**config.mk**
```make
export PLATFORM = sky130hd
export DESIGN_NAME = bbs_ctrl
export DESIGN_NICKNAME = d
export VERILOG_FILES = /design/src/rtl/bbs_pkg.sv /design/src/rtl/bbs_ctrl.sv
export SDC_FILE = /design/constraint.sdc
export NUM_CORES = 1
export LEC_CHECK = 0
export BUFFER_PORTS_ARGS = -buffer_cell sky130_fd_sc_hd__buf_2
export CORE_AREA = 2 2 39 41
export CTS_CLUSTER_SIZE = 40
export DETAILED_ROUTE_END_ITERATION = 8
export DIE_AREA = 0 0 41 43
export GPL_TIMING_DRIVEN = 0
export PLACE_DENSITY = 0.43
export SLEW_MARGIN = 10
export SYNTH_ARGS = -nofsm -noshare
export SYNTH_HDL_FRONTEND = slang
export SYNTH_SLANG_ARGS = --single-unit
```
**constraint.sdc**
```tcl
create_clock -name clk_i -period 1.2 [get_ports clk_i]
set_input_delay 0.06 -clock clk_i [delete_from_list [all_inputs] [get_ports clk_i]]
set_output_delay 0.06 -clock clk_i [all_outputs]
set_load 0.01 [all_outputs]
```
**src/rtl/bbs_pkg.sv**
```systemverilog
// Shared types and constants for the backward search counter.
// Used by bbs_ctrl, bbs_datapath and bwt_backward_search_counter.
package bbs_pkg;

  localparam int unsigned SYM_W   = 3;
  localparam int unsigned MATCH_W = 13;

  typedef struct packed {
    logic load_en;
    logic pat_start;
    logic pat_exec;
    logic fin_step;
  } bbs_cmd_t;

  typedef struct packed {
    logic last_q;
    logic fin_done;
    logic out_free;
  } bbs_sts_t;

endpackage

```
**src/rtl/bbs_ctrl.sv**
```systemverilog
// Controller for the backward search counter: accepts words and sequences
// load, search and prefix-sum passes. Depends on bbs_pkg.
module bbs_ctrl (
  input  logic             clk_i,
  input  logic             rst_ni,
  input  logic             in_valid_i,
  output logic             in_ready_o,
  input  logic             cmd_i,
  input  logic             last_i,
  input  bbs_pkg::bbs_sts_t sts_i,
  output bbs_pkg::bbs_cmd_t cmd_o
);
  import bbs_pkg::*;

  typedef enum logic [2:0] {
    ST_IDLE = 3'b001,
    ST_SRCH = 3'b010,
    ST_FIN  = 3'b100
  } state_e;

  state_e state_q, state_d;
  logic   accept;

  assign in_ready_o = (state_q == ST_IDLE);
  assign accept     = in_valid_i && in_ready_o;

  always_comb begin
    state_d = state_q;
    cmd_o   = '0;
    unique case (state_q)
      ST_IDLE: begin
        if (accept) begin
          if (cmd_i) begin
            cmd_o.pat_start = 1'b1;
            state_d         = ST_SRCH;
          end else begin
            cmd_o.load_en = 1'b1;
            if (last_i) begin
              state_d = ST_FIN;
            end
          end
        end
      end
      ST_SRCH: begin
        if (!sts_i.last_q || sts_i.out_free) begin
          cmd_o.pat_exec = 1'b1;
          state_d        = ST_IDLE;
        end
      end
      ST_FIN: begin
        cmd_o.fin_step = 1'b1;
        if (sts_i.fin_done) begin
          state_d = ST_IDLE;
        end
      end
      default: state_d = ST_IDLE;
    endcase
  end

  always_ff @(posedge clk_i or negedge rst_ni) begin
    if (!rst_ni) begin
      state_q <= ST_IDLE;
    end else begin
      state_q <= state_d;
    end
  end

  a_fin_hold: assert property (@(posedge clk_i) disable iff (!rst_ni)
    state_q == ST_FIN && !sts_i.fin_done |=> state_q == ST_FIN)
    else $error("prefix pass left early");

  a_srch_done: assert property (@(posedge clk_i) disable iff (!rst_ni)
    state_q == ST_SRCH && (!sts_i.last_q || sts_i.out_free) |=> state_q == ST_IDLE)
    else $error("search step did not retire");

  a_pat_enter: assert property (@(posedge clk_i) disable iff (!rst_ni)
    accept && cmd_i |=> state_q == ST_SRCH)
    else $error("pattern word did not start a search step");

endmodule

```
## Yosys cells after proc, flatten, opt, wreduce, memory -nomap -nowiden

Index checks and enable logic that the tools add are counted.
W data, S select, Z words.

- Equal/unequal tests: 7
- Multiplexer cells: 13
- Reductions and logical operators: 4

Operator list:

| cell | number |
|---|---|
| $mux W3 | 5 |
| $pmux W3 S3 | 1 |
| $mux W1 | 5 |
| $mux W2 | 2 |
| $ne A2 B2 Y1 const B | 2 |
| $reduce_and A4 Y1 | 1 |
| $eq A3 B1 Y1 const B | 1 |
| $eq A3 B2 Y1 const B | 1 |
| $eq A3 B3 Y1 const B | 1 |
| $ne A3 B1 Y1 const B | 1 |
| $ne A2 B1 Y1 const B | 1 |
| $logic_and A1 B1 Y1 | 1 |
| $logic_not A1 Y1 | 1 |
| $logic_or A1 B1 Y1 | 1 |

- Bits in registers: 3
- Input bits: 8
- Output and inout bits: 5
- Logic and storage cells: 25

## Longest topological paths before layout

- Depth in word-level cells: 4
- Mapped depth: 3
- Depth with buffers taken out: 3

## Worst setup path before layout

OpenSTA, ideal clock, no wires.

- Path kind: register -> output
- From: register state_q[0]
- To: output cmd_o[2] (netlist bit)
- Arrival: 1.047 ns
- Required time: 1.140 ns
- Slack: 0.093 ns
- Stages on the path, launching flop included: 3
- Path buffers: 0
- Cell sequence: dfstp_2 nor3b_2 and3_1

RTL lines:

| what | RTL line | text |
|---|---|---|
| start: declaration | bbs_ctrl.sv:21 | `state_e state_q, state_d;` |
| start signal: assignment | bbs_ctrl.sv:64 | `state_q <= state_d;` |
| end: declaration | bbs_ctrl.sv:11 | `output bbs_pkg::bbs_cmd_t cmd_o` |

==> results.json <==
{
  "status": "finished with violations",
  "violations": "negative setup slack",
  "startpoint_type": "flip-flop",
  "vias": 236,
  "synth_edf_count": 0,
  "dieArea_sq_um": 1763,
  "die_h_microns": 43,
  "top_register": "state_q",
  "ant_nets": 0,
  "vdd_ir_drop_max_uv": 395.1,
  "hold_class": "input pin to flip-flop",
  "clk_latency_ns": 0.23,
  "routed_wl_microns": 592,
  "netlist.area_leader.share_pct": 24.84,
  "slowest_stage": "dfrtp_2",
  "area_growth_pct": 77.64,
  "synth_nets": 28,
  "track_usage_pct": 6.942,
  "diodes": 0,
  "routedWlPerCell_microns": 10.57,
  "period_share_pct": 108.6,
  "yosys-top-cells-area": "dfrtp_1 25%, dfstp_2 13%, nor3b_2 6.2%",
  "synth_top_cell_by_area": "dfrtp_1",
  "cts_made_buffers": 3,
  "synthTopCellsByCount": "2 x dfrtp_1, 2 x inv_1",
  "placed_area_sq_um": 281.5,
  "numPortBuffers": 12,
  "arrival_ns": 1.24,
  "io_pins": 13,
  "firstDrtPassIters": 2,
  "routed.top_layer": "met3",
  "drv_slew": 0,
  "route.met3.wl_microns": 50,
  "clock_sinks": 3,
  "power_uw": 421.5,
  "fin_setup_tns_ns": -0.2281,
  "grt_pass1_wl_microns": 786,
  "criticalPathCategory": "flip-flop to output pin",
  "ctsLongestPathBuffers": 2,
  "layout_min_cycle_time_ns": 1.303,
  "ys_types": 18,
  "path_clk_slew_ns": 0.04,
  "syn_inst": 20,
  "rsz0062_at_grt": "yes",
  "power_density_nw_per_um2": 1178,
  "largest_register_ffs": 3,
  "cpPeakStageDelay_ns": 0.46,
  "cpLargestDelayFamily": "flip-flops",
  "max_freq_ghz": 0.7673,
  "routed_via_density": 4.214,
  "slew_headroom_pct": 82.31,
  "drt_iter0_markers": 4,
  "final_util_pct": 25.86,
  "m1WireLength_microns": 323,
  "crit_chain": "nand4bb_1, nor2_2, buf_2",
  "skew_ns": 0.006728,
  "hold_viol": 0,
  "placedCellCount": 48,
  "p_leak_nw": 0.1656,
  "start_util_pct": 14.56,
  "cp-end-kind": "output pin",
  "drv_cap": 0,
  "rows": 14,
  "dpl.hpwl_microns": 406,
  "dp_slack_ns": 0.09684,
  "dieWidth_microns": 41,
  "ys_seq_area_share_pct": 37.89,
  "cts_tree": "built",
  "worst_pin_slew_ns": 0.2649,
  "setup_viol_count_final": 4,
  "cts-root-buf": "clkbuf_4",
  "met2_length_microns": 218,
  "holdWs_ns": 0.07929,
  "ys.flop_type": "dfrtp_1",
  "grt_max_degree": 9,
  "avgSynthCellArea_sq_um": 10.07,
  "crit_required_ns": 1.14,
  "gr-total-overflow": 0,
  "ys_warn_count": 0,
  "critPathBufInv": 1,
  "drc_errors": 0,
  "synth-seq-cells": 3,
  "async_reset_ff_share_pct": 100.0,
  "final_cells": 56,
  "core_sq_um": 1384,
  "largestRegisters": "state_q: 3 flops",
  "final_cell_area_sq_um": 357.8,
  "final.setup.worst_slack_ns": -0.1032,
  "place_congestion": 0.7489,
  "crit_path_max_fanout": 8,
  "antenna_found_initial": 0,
  "nets": 49,
  "drive_gt1_share_pct": 57.50,
  "htree_levels": 1,
  "grt_pass1_vias": 196,
  "netlist_area_sq_um": 201.4
}
[worst register-to-register path, stage by stage (launching register included)]
cell       delay [ns]
dfrtp_2          0.46
nand4bb_1        0.25
nor2_2           0.15
a22o_1           0.14
[where the power goes]
| group | switching (mW) | leakage, nW | total, mW | internal [mW] |
|---|---|---|---|---|
| registers | 0.0164 | 0.0360 | 0.131 | 0.115 |
| clock network | 0.0527 | 0.0150 | 0.177 | 0.125 |
| logic | 0.0477 | 0.115 | 0.113 | 0.0652 |
| total | 0.117 | 0.166 | 0.421 | 0.305 |
[worst paths after layout]
check / startpoint / cells past startpoint / slack [ns] / end
min in group asynchronous: rst_ni / 2 / 0.15 / state_q[1]
max in group asynchronous: rst_ni / 2 / 0.85 / state_q[0]
worst max register to register: state_q[1] / 3 / 0.13 / state_q[2]
worst min-delay path: last_i / 2 / 0.08 / state_q[2]
worst max-delay path: state_q[1] / 3 / -0.10 / cmd_o[3]
worst min register to register: state_q[2] / 1 / 0.57 / state_q[1]
[cells by family (layout without fill, tap and decap cells)]
family	count (synthesis)	after routing	share of synthesized area, %
AO/OA/AOI/OAI	4	4	14.29
buffers and inverters	2	22	3.728
flip-flops	3	3	37.89
AND/OR/NAND/NOR	11	11	44.11
[repair_timing]
item	in CTS	in global routing
setup buffers	3	0
resized for setup	3	1
gates cloned	0	0
hold buffers	1	0
endpoints found under the hold margin	3	0
endpoints found under the setup margin	4	5
pin swaps	2	0
[layout by cell type, fill, tap and decap left out, types with 2 or more instances in the layout]
master    count
buf_4         2
inv_1         2
buf_2        12
clkbuf_4      3
[layer usage]
metal,vias to the layer above,track usage (%)
met3,0,3.141
li1,116,-
met1,106,10.68
met4,0,4.000
met2,14,7.500
met5,-,0
[final cells by class]
| class | instances | area, sq um |
|---|---|---|
| Sequential cell | 3 | 77.57 |
| Multi-Input combinational cell | 15 | 130.1 |
| Fill cell | 154 | 1026 |
| Inverter | 2 | 7.507 |
| Timing Repair Buffer | 16 | 96.34 |
| Tap cell | 16 | 20.02 |
| Clock buffer | 4 | 26.28 |
(Power assumes the default switching activity.)
